==> config.mk <==
export PLATFORM = sky130hd
export DESIGN_NAME = beta_reputation_trust_table
export DESIGN_NICKNAME = d
export VERILOG_FILES = /design/src/hdl/brtt_pkg.sv /design/src/hdl/brtt_ram.sv /design/src/hdl/beta_reputation_trust_table.sv
export SDC_FILE = /design/constraint.sdc
export NUM_CORES = 2
export LEC_CHECK = 0
export BUFFER_PORTS_ARGS = -buffer_cell sky130_fd_sc_hd__buf_2
export CORE_MARGIN = 8
export CORE_UTILIZATION = 40
export CTS_CLUSTER_SIZE = 30
export DETAILED_ROUTE_END_ITERATION = 10
export PLACE_DENSITY = 0.65
export SYNTH_ARGS = -nofsm -noshare
export SYNTH_HDL_FRONTEND = slang
export SYNTH_HIERARCHICAL = 1
export SYNTH_SLANG_ARGS = --single-unit
==> constraint.sdc <==
create_clock -name clk -period 10.6 [get_ports clk]
set_input_delay 1.06 -clock clk [delete_from_list [all_inputs] [get_ports clk]]
set_output_delay 1.06 -clock clk [all_outputs]
set_load 0.05 [all_outputs]
==> src/hdl/brtt_pkg.sv <==
// Package for the beta reputation trust table.
// Holds sizes, action codes, register indexes and the controller state type.
// No dependencies.
`timescale 1ns / 1ps
`default_nettype none

package brtt_pkg;

  localparam int TABLE_ENTRIES = 32;
  localparam int COUNT_BITS    = 16;

  localparam int IDX_W   = (TABLE_ENTRIES > 1) ? $clog2(TABLE_ENTRIES) : 1;
  localparam int USED_W  = $clog2(TABLE_ENTRIES + 1);
  localparam int KEY_W   = 64;
  localparam int SCORE_W = 16;
  localparam int STEP_W  = $clog2(SCORE_W);
  localparam int DEN_W   = COUNT_BITS + 2;
  localparam int CNT_PAIR_W = 2 * COUNT_BITS;

  localparam int THRESH_W = 16;
  localparam int WEIGHT_W = 4;
  localparam int CFG_ADDR_W = 1;
  localparam int CFG_DATA_W = 16;

  localparam int IN_TDATA_W  = 72;
  localparam int OUT_TDATA_W = 24;

  localparam logic [SCORE_W-1:0]  UNKNOWN_SCORE = SCORE_W'(32768);
  localparam logic [THRESH_W-1:0] THRESH_RESET  = THRESH_W'(32768);
  localparam logic [WEIGHT_W-1:0] WEIGHT_RESET  = WEIGHT_W'(5);

  localparam logic [CFG_ADDR_W-1:0] REG_ACCEPT_THRESHOLD = 1'b0;
  localparam logic [CFG_ADDR_W-1:0] REG_NEGATIVE_WEIGHT  = 1'b1;

  typedef enum logic [1:0] {
    ACT_POSITIVE = 2'd0,
    ACT_NEGATIVE = 2'd1,
    ACT_NEUTRAL  = 2'd2,
    ACT_SIGNER   = 2'd3
  } action_t;

  typedef enum logic [2:0] {
    ST_IDLE,
    ST_SEARCH,
    ST_CREAD,
    ST_MISS,
    ST_DIV,
    ST_SCORE,
    ST_DONE
  } state_t;

endpackage

`default_nettype wire

==> src/hdl/brtt_ram.sv <==
// Generic single-write, single-read synchronous RAM with registered read data.
// No dependencies.
`timescale 1ns / 1ps
`default_nettype none

module brtt_ram #(
  parameter int WIDTH = 8,
  parameter int DEPTH = 32
) (
  input  wire                                       clk,
  input  wire                                       we,
  input  wire  [((DEPTH > 1) ? $clog2(DEPTH) : 1)-1:0] waddr,
  input  wire  [WIDTH-1:0]                          wdata,
  input  wire  [((DEPTH > 1) ? $clog2(DEPTH) : 1)-1:0] raddr,
  output logic [WIDTH-1:0]                          rdata
);

  logic [WIDTH-1:0] mem [DEPTH];

  always_ff @(posedge clk) begin
    if (we) begin
      mem[waddr] <= wdata;
    end
    rdata <= mem[raddr];
  end

endmodule

`default_nettype wire

==> src/hdl/beta_reputation_trust_table.sv <==
// Top level of the beta reputation trust table.
// Depends on brtt_pkg and brtt_ram (key memory and count memory).
//
// Keeps up to TABLE_ENTRIES neighbor keys with saturating positive and negative
// counts. Feedback requests (positive, negative, neutral) look up the key and
// allocate an entry for a new key while room is left; signer requests score
// the entry as (r+1)/(r+s+2) in Q0.16 (unknown key: 0.5) and track the best
// score of the message, giving the accept verdict on the last signer. One
// request is processed at a time; every request yields one result. The key
// search reads one key memory entry per cycle, from entry 0 up to the matching
// key (through all used entries on a miss). After the search, a feedback request
// updates or allocates its entry while room is left, a known signer runs the
// 16-step restoring divider and an unknown signer takes the 0.5 score.
// The result register lets the next request be taken while a result waits.
`timescale 1ns / 1ps
`default_nettype none

module beta_reputation_trust_table (
  input  wire                                     clk,
  input  wire                                     rst_n,
  input  wire                                     in_tvalid,
  output logic                                    in_tready,
  // action [1:0], neighbor_key [65:2], zero pad above
  input  wire  [brtt_pkg::IN_TDATA_W-1:0]         in_tdata,
  input  wire                                     in_tlast,
  output logic                                    out_tvalid,
  input  wire                                     out_tready,
  // score [15:0], accept [16], table_full [17], key_found [18], zero pad above
  output logic [brtt_pkg::OUT_TDATA_W-1:0]        out_tdata,
  output logic                                    out_tlast,
  input  wire                                     cfg_we,
  input  wire  [brtt_pkg::CFG_ADDR_W-1:0]         cfg_addr,
  input  wire  [brtt_pkg::CFG_DATA_W-1:0]         cfg_wdata
);

  import brtt_pkg::*;

  state_t               state_r, state_nxt;
  logic [USED_W-1:0]    cmp_r, cmp_nxt;
  logic [USED_W-1:0]    cmp_plus;
  action_t              act_r, act_nxt;
  logic [KEY_W-1:0]     key_r, key_nxt;
  logic                 last_r, last_nxt;
  logic [USED_W-1:0]    used_r, used_nxt;
  logic [SCORE_W-1:0]   best_r, best_nxt;
  logic [THRESH_W-1:0]  thr_r;
  logic [WEIGHT_W-1:0]  wgt_r;
  logic [DEN_W-1:0]     rem_r, rem_nxt;
  logic [DEN_W-1:0]     den_r, den_nxt;
  logic [SCORE_W-1:0]   quo_r, quo_nxt;
  logic [STEP_W-1:0]    step_r, step_nxt;
  logic [SCORE_W-1:0]   sc_r, sc_nxt;

  logic [SCORE_W-1:0]   res_score_r, res_score_nxt;
  logic                 res_accept_r, res_accept_nxt;
  logic                 res_verdict_r, res_verdict_nxt;
  logic                 res_full_r, res_full_nxt;
  logic                 res_found_r, res_found_nxt;

  logic                 out_valid_r, out_valid_nxt;
  logic [SCORE_W-1:0]   out_score_r, out_score_nxt;
  logic                 out_accept_r, out_accept_nxt;
  logic                 out_verdict_r, out_verdict_nxt;
  logic                 out_full_r, out_full_nxt;
  logic                 out_found_r, out_found_nxt;

  logic                 key_we;
  logic [IDX_W-1:0]     key_waddr;
  logic [IDX_W-1:0]     key_raddr;
  logic [KEY_W-1:0]     key_rdata;
  logic                 cnt_we;
  logic [IDX_W-1:0]     cnt_waddr;
  logic [CNT_PAIR_W-1:0] cnt_wdata;
  logic [IDX_W-1:0]     cnt_raddr;
  logic [CNT_PAIR_W-1:0] cnt_rdata;

  logic [COUNT_BITS-1:0] r_cur, s_cur, r_new, s_new;
  logic [COUNT_BITS:0]   r_inc, s_add;
  logic [DEN_W-1:0]      div_sh;
  logic                  div_ge;
  logic [SCORE_W-1:0]    best_max;

  brtt_ram #(.WIDTH(KEY_W), .DEPTH(TABLE_ENTRIES)) u_key_ram (
    .clk   (clk),
    .we    (key_we),
    .waddr (key_waddr),
    .wdata (key_r),
    .raddr (key_raddr),
    .rdata (key_rdata)
  );

  brtt_ram #(.WIDTH(CNT_PAIR_W), .DEPTH(TABLE_ENTRIES)) u_cnt_ram (
    .clk   (clk),
    .we    (cnt_we),
    .waddr (cnt_waddr),
    .wdata (cnt_wdata),
    .raddr (cnt_raddr),
    .rdata (cnt_rdata)
  );

  assign cmp_plus = cmp_r + 1'b1;
  assign r_cur    = cnt_rdata[COUNT_BITS-1:0];
  assign s_cur    = cnt_rdata[CNT_PAIR_W-1:COUNT_BITS];
  assign r_inc    = {1'b0, r_cur} + 1'b1;
  assign s_add    = {1'b0, s_cur} + (COUNT_BITS + 1)'(wgt_r);
  assign r_new    = r_inc[COUNT_BITS] ? {COUNT_BITS{1'b1}} : r_inc[COUNT_BITS-1:0];
  assign s_new    = s_add[COUNT_BITS] ? {COUNT_BITS{1'b1}} : s_add[COUNT_BITS-1:0];
  assign div_sh   = {rem_r[DEN_W-2:0], 1'b0};
  assign div_ge   = (div_sh >= den_r);
  assign best_max = (sc_r > best_r) ? sc_r : best_r;

  always_comb begin
    state_nxt       = state_r;
    cmp_nxt         = cmp_r;
    act_nxt         = act_r;
    key_nxt         = key_r;
    last_nxt        = last_r;
    used_nxt        = used_r;
    best_nxt        = best_r;
    rem_nxt         = rem_r;
    den_nxt         = den_r;
    quo_nxt         = quo_r;
    step_nxt        = step_r;
    sc_nxt          = sc_r;
    res_score_nxt   = res_score_r;
    res_accept_nxt  = res_accept_r;
    res_verdict_nxt = res_verdict_r;
    res_full_nxt    = res_full_r;
    res_found_nxt   = res_found_r;
    out_valid_nxt   = out_valid_r;
    out_score_nxt   = out_score_r;
    out_accept_nxt  = out_accept_r;
    out_verdict_nxt = out_verdict_r;
    out_full_nxt    = out_full_r;
    out_found_nxt   = out_found_r;
    in_tready       = 1'b0;
    key_we          = 1'b0;
    key_waddr       = used_r[IDX_W-1:0];
    key_raddr       = '0;
    cnt_we          = 1'b0;
    cnt_waddr       = used_r[IDX_W-1:0];
    cnt_wdata       = '0;
    cnt_raddr       = cmp_r[IDX_W-1:0];

    if (out_valid_r && out_tready) begin
      out_valid_nxt = 1'b0;
    end

    case (state_r)
      ST_IDLE: begin
        in_tready = 1'b1;
        if (in_tvalid) begin
          act_nxt         = action_t'(in_tdata[1:0]);
          key_nxt         = in_tdata[KEY_W+1:2];
          last_nxt        = in_tlast;
          cmp_nxt         = '0;
          res_score_nxt   = '0;
          res_accept_nxt  = 1'b0;
          res_verdict_nxt = 1'b0;
          res_full_nxt    = 1'b0;
          res_found_nxt   = 1'b0;
          state_nxt       = (used_r == '0) ? ST_MISS : ST_SEARCH;
        end
      end
      ST_SEARCH: begin
        key_raddr = cmp_plus[IDX_W-1:0];
        if (key_rdata == key_r) begin
          res_found_nxt = 1'b1;
          state_nxt     = ST_CREAD;
        end else if (cmp_plus == used_r) begin
          state_nxt = ST_MISS;
        end else begin
          cmp_nxt = cmp_plus;
        end
      end
      ST_CREAD: begin
        if (act_r == ACT_SIGNER) begin
          rem_nxt   = DEN_W'(r_inc);
          den_nxt   = DEN_W'(r_cur) + DEN_W'(s_cur) + DEN_W'(2);
          quo_nxt   = '0;
          step_nxt  = '0;
          state_nxt = ST_DIV;
        end else begin
          cnt_we    = 1'b1;
          cnt_waddr = cmp_r[IDX_W-1:0];
          case (act_r)
            ACT_POSITIVE: cnt_wdata = {s_cur, r_new};
            ACT_NEGATIVE: cnt_wdata = {s_new, r_cur};
            default:      cnt_wdata = {s_cur, r_cur};
          endcase
          state_nxt = ST_DONE;
        end
      end
      ST_MISS: begin
        if (act_r == ACT_SIGNER) begin
          sc_nxt    = UNKNOWN_SCORE;
          state_nxt = ST_SCORE;
        end else begin
          if (used_r < USED_W'(TABLE_ENTRIES)) begin
            key_we   = 1'b1;
            cnt_we   = 1'b1;
            used_nxt = used_r + 1'b1;
            case (act_r)
              ACT_POSITIVE: cnt_wdata = {{COUNT_BITS{1'b0}}, COUNT_BITS'(1)};
              ACT_NEGATIVE: cnt_wdata = {COUNT_BITS'(wgt_r), {COUNT_BITS{1'b0}}};
              default:      cnt_wdata = '0;
            endcase
          end else begin
            res_full_nxt = 1'b1;
          end
          state_nxt = ST_DONE;
        end
      end
      ST_DIV: begin
        rem_nxt  = div_ge ? (div_sh - den_r) : div_sh;
        quo_nxt  = {quo_r[SCORE_W-2:0], div_ge};
        step_nxt = step_r + 1'b1;
        if (step_r == STEP_W'(SCORE_W - 1)) begin
          sc_nxt    = {quo_r[SCORE_W-2:0], div_ge};
          state_nxt = ST_SCORE;
        end
      end
      ST_SCORE: begin
        if (last_r) begin
          res_score_nxt   = best_max;
          res_accept_nxt  = (best_max >= thr_r);
          res_verdict_nxt = 1'b1;
          best_nxt        = '0;
        end else begin
          res_score_nxt = sc_r;
          best_nxt      = best_max;
        end
        state_nxt = ST_DONE;
      end
      ST_DONE: begin
        if (!out_valid_r || out_tready) begin
          out_valid_nxt   = 1'b1;
          out_score_nxt   = res_score_r;
          out_accept_nxt  = res_accept_r;
          out_verdict_nxt = res_verdict_r;
          out_full_nxt    = res_full_r;
          out_found_nxt   = res_found_r;
          state_nxt       = ST_IDLE;
        end
      end
      default: begin
        state_nxt = ST_IDLE;
      end
    endcase
  end

  always_ff @(posedge clk) begin
    if (!rst_n) begin
      state_r     <= ST_IDLE;
      used_r      <= '0;
      best_r      <= '0;
      out_valid_r <= 1'b0;
    end else begin
      state_r     <= state_nxt;
      used_r      <= used_nxt;
      best_r      <= best_nxt;
      out_valid_r <= out_valid_nxt;
    end
  end

  always_ff @(posedge clk) begin
    cmp_r         <= cmp_nxt;
    act_r         <= act_nxt;
    key_r         <= key_nxt;
    last_r        <= last_nxt;
    rem_r         <= rem_nxt;
    den_r         <= den_nxt;
    quo_r         <= quo_nxt;
    step_r        <= step_nxt;
    sc_r          <= sc_nxt;
    res_score_r   <= res_score_nxt;
    res_accept_r  <= res_accept_nxt;
    res_verdict_r <= res_verdict_nxt;
    res_full_r    <= res_full_nxt;
    res_found_r   <= res_found_nxt;
    out_score_r   <= out_score_nxt;
    out_accept_r  <= out_accept_nxt;
    out_verdict_r <= out_verdict_nxt;
    out_full_r    <= out_full_nxt;
    out_found_r   <= out_found_nxt;
  end

  always_ff @(posedge clk) begin
    if (!rst_n) begin
      thr_r <= THRESH_RESET;
      wgt_r <= WEIGHT_RESET;
    end else if (cfg_we) begin
      case (cfg_addr)
        REG_ACCEPT_THRESHOLD: thr_r <= cfg_wdata[THRESH_W-1:0];
        REG_NEGATIVE_WEIGHT:  wgt_r <= cfg_wdata[WEIGHT_W-1:0];
        default: ;
      endcase
    end
  end

  assign out_tvalid = out_valid_r;
  assign out_tlast  = out_verdict_r;
  assign out_tdata  = {(OUT_TDATA_W - SCORE_W - 3)'(0), out_found_r, out_full_r,
                       out_accept_r, out_score_r};

`ifndef SYNTHESIS
  a_used_bound: assert property (@(posedge clk) disable iff (!rst_n)
    used_r <= USED_W'(TABLE_ENTRIES))
    else $error("entry count beyond table size");

  a_alloc_count: assert property (@(posedge clk) disable iff (!rst_n)
    key_we |=> used_r == USED_W'($past(used_r) + 1'b1))
    else $error("allocation did not advance entry count");

  a_accept_verdict: assert property (@(posedge clk) disable iff (!rst_n)
    out_valid_r && !out_verdict_r |-> !out_accept_r)
    else $error("accept without verdict");

  a_full_found: assert property (@(posedge clk) disable iff (!rst_n)
    out_valid_r |-> !(out_full_r && out_found_r))
    else $error("table full reported for a known key");
`endif

endmodule

`default_nettype wire

==> metrics.cfg <==
[job]
drv_cap = 0

[sta]
rsz0062_at_grt = false
period_share_pct = 52.3
slew_violations = 0
hold_viol_final = 0
fin_setup_tns_ns = 0
fmax_mhz = 180
fin_hold_ws_ns = 0.313
worst_slack_ns = 5.06
post-route-min-period_ns = 5.54
skew_ns = 0.108
setup_violations = 0
slew_headroom_pct = 8.36
tightest_slew_ns = 1.37

[placement]
gp_congestion = 0.818
hpwl_um = 166000
place_area_um2 = 139000
preCtsSetupSlack_ns = 5.21
portBuffers = 110

[critical_path]
crit_type = reg -> reg
r2r_slack_ns = 5.06
arrival_ns = 6.00
cp.required_ns = 11.06
worstPathMaxFanout = 33
cpMaxStageDelayCell = nor2_4
cpLargestDelayFamily = simple AND/OR/NAND/NOR gates
cp_num_buf_inv = 2
critPathMaxStageDelay_ns = 0.96
cpMostUsedCell = buf_4
cp-end-kind = flip-flop
path_cells = nand2_1 -> or3_1 -> a21oi_2 -> nand3b_1 -> nor2_4 -> buf_4 -> buf_4
reg2reg_depth = 7
crit_cells = 7
start_kind = flip-flop

[clock_network]
cts_max_level = 5
ctsHoldBuffers = 0
cts_tree = yes
clk_pin_slew_worst_paths_ns = 0.06
cts_made_buffers = 350
cts.path.max_buffers = 4
cts_root_buf = clkbuf_16
cts_setup_buffers = 0
cts_resized = 0
clock_sinks = 3397
clock_latency_ns = 0.94

[grt]
grt_pass1_vias = 67000
grt_usage_pct = 17.9
grt_start_max_net_pins = 123
antenna_found_initial = 10
grt_pass1_wl_um = 464000
grt_overflow = 0

[min_path]
min_path_cells = 1
hold_class = in -> reg

[drt]
ant_nets = 0
routedWlPerCell_um = 27.7
routed_wl_um = 322000
drt_iter0_drc = 7216
detailroute.via_count = 65900
firstDrtPassIters = 6
post_drt_via_cell_ratio = 5.68
drc = 0

[floorplanning]
die-area_um2 = 350000
die_width_um = 592
ios = 122
rows = 211
die_h_um = 592
core-area_um2 = 330000
start_util_pct = 40.2

[synth]
synth.area.top_cells = edfxtp_1 74%, mux4_2 10%, mux2i_1 4.3%, dfxtp_1 2.1%, ha_1 0.85%
synth-main-ff-cell = edfxtp_1
yosys_warnings = 6
synth-edff-count = 3255
netlist_instances = 6595
synthArstFlopShare_pct = 0
syn_area_um2 = 133000
yosysUniqueCellTypes = 83
ys_seq_elements = 3397
yosysSeqAreaShare_pct = 75.9
synth_top_area_share_pct = 73.7
synth_top_area_cell = edfxtp_1
synth_area_per_cell_um2 = 20.1

[power_and_ir_drop]
ir_worst_vdd_mv = 0.280
power_density_nw_per_um2 = 250
power.leakage_nw = 48.1

[layout]
post-route-cell-area_um2 = 151000
fillerInstances = 27300
area_growth_pct = 13.9
nNetsFinal = 7117
regArea_um2 = 101000
multiInputGateArea_um2 = 30700
drive_above_1_share_pct = 22.7

[outcome]
status = completed

==> Yosys cell counts (10+ instances only) <==
master / instances
nor2_1: 136
clkbuf_1: 133
o31ai_1: 17
mux2_2: 74
nor3_1: 44
and3_1: 11
and2_1: 25
a22oi_1: 101
o21a_1: 11
ha_1: 90
xnor2_1: 30
nand4_1: 14
mux4_2: 602
a211oi_1: 13
buf_2: 106
nand3_1: 142
a221oi_1: 13
o21ai_0: 67
a21oi_1: 143
a21o_1: 23
a21boi_0: 25
edfxtp_1: 3255
nor2b_1: 24
a31oi_1: 47
buf_1: 25
buf_6: 20
xor2_1: 91
nand3b_1: 11
nand2_1: 226
o21ai_1: 16
buf_4: 52
o22ai_1: 14
nor4_1: 19
dfxtp_1: 142
a21boi_1: 10
mux2i_1: 565
nand2b_1: 14
inv_1: 75
a22o_1: 66
==> report_power, final <==
| part | total (W) | switching, W | internal (W) | leakage, nW |
|---|---|---|---|---|
| Sequential | 0.0165 | 0.000559 | 0.0159 | 30.7 |
| Combinational | 0.00902 | 0.00524 | 0.00378 | 11.7 |
| Clock | 0.0123 | 0.00516 | 0.00710 | 5.67 |
| Total | 0.0378 | 0.0110 | 0.0268 | 48.1 |
==> logic make-up after synthesis <==
| logic type | count (synthesis) | share of synthesized area, % |
|---|---|---|
| flip-flops | 3397 | 75.9 |
| multiplexers | 1241 | 15.1 |
| AND/OR/NAND/NOR | 700 | 2.51 |
| AO/OA/AOI/OAI | 628 | 3.24 |
| buffers and inverters | 414 | 1.54 |
| XOR/XNOR | 121 | 0.800 |
| adder cells (fa/ha/maj) | 93 | 0.895 |
| other | 1 | 0.00283 |
==> layer usage <==
metal | wire length [um] | vias up | global-route usage (%)
li1 | - | 27700 | -
met1 | 131000 | 35100 | 24.2
met2 | 159000 | 2600 | 30.4
met3 | 22900 | 554 | 2.56
met4 | 8930 | 4 | 5.03
met5 | 27 | - | 0
==> final timing paths <==
kind / from / endpoint
worst max-delay path: state_r[1] / u_key_ram/mem[29][23]
worst min-delay path: in_tdata[32] / key_r[30]
worst max register to register: state_r[1] / u_key_ram/mem[29][23]
worst min register to register: res_score_r[14] / out_score_r[14]
==> stage by stage <==
step	utilization (%)	total power [W]	std cells
after floorplan	-	0.0231	6599
after global placement	42.2	0.0256	10900
after detailed placement	42.2	0.0258	10900
after CTS	45.7	0.0380	11600
after global routing	45.7	0.0392	11600
final	45.7	0.0378	11600
==> flip-flops by register name, summed over array words and instances (netlist names), 2 cells and up <==
| register | cells |
|---|---|
| sc_r | 16 |
| used_r | 6 |
| quo_r | 15 |
| u_key_ram/mem | 2048 |
| res_score_r | 16 |
| wgt_r | 4 |
| cmp_r | 6 |
| den_r | 18 |
| rem_r | 17 |
| state_r | 3 |
| best_r | 16 |
| u_cnt_ram/rdata | 32 |
| out_score_r | 16 |
| key_r | 64 |
| thr_r | 16 |
| u_key_ram/rdata | 64 |
| step_r | 4 |
| act_r | 2 |
| u_cnt_ram/mem | 1024 |
==> placed cells by master, fill, tap and decap left out, drive strengths merged, types with 44 or more instances in the layout <==
master  Yosys  final
a21oi     145    145
a22o       66     66
a22oi     101    101
a31oi      49     49
buf       203    316
clkbuf    135    454
clkinv      0    146
dfxtp     142    142
edfxtp   3255   3255
ha         90     90
inv        76     87
mux2       74     74
mux2i     565    565
mux4      602    602
nand2     226    226
nand3     145    145
nor2      137    137
nor3       44     44
o21ai      83     83
xor2       91     91
==> layout make-up <==
| type | instances | share of cell area [%] |
|---|---|---|
| multi-input cells | 2788 | 20.3 |
| repair buffers | 316 | 1.51 |
| clock inverters | 196 | 1.43 |
| inverters | 76 | 0.192 |
| flip-flops and latches | 3397 | 66.6 |
| well taps | 4366 | 3.62 |
| clock buffers | 454 | 6.29 |
| diodes | 5 | 0.00829 |
==> worst reg2reg max path: cells and delay by family, from the launching register on <==
family                 cells  cell delay [ns]
AOI/OAI and AO/OA          1             0.53
buffers and inverters      2             1.37
DFF                        1             0.67
and+or+nand+nor            4             2.45
Note: power is estimated with default switching activity, not from simulation.
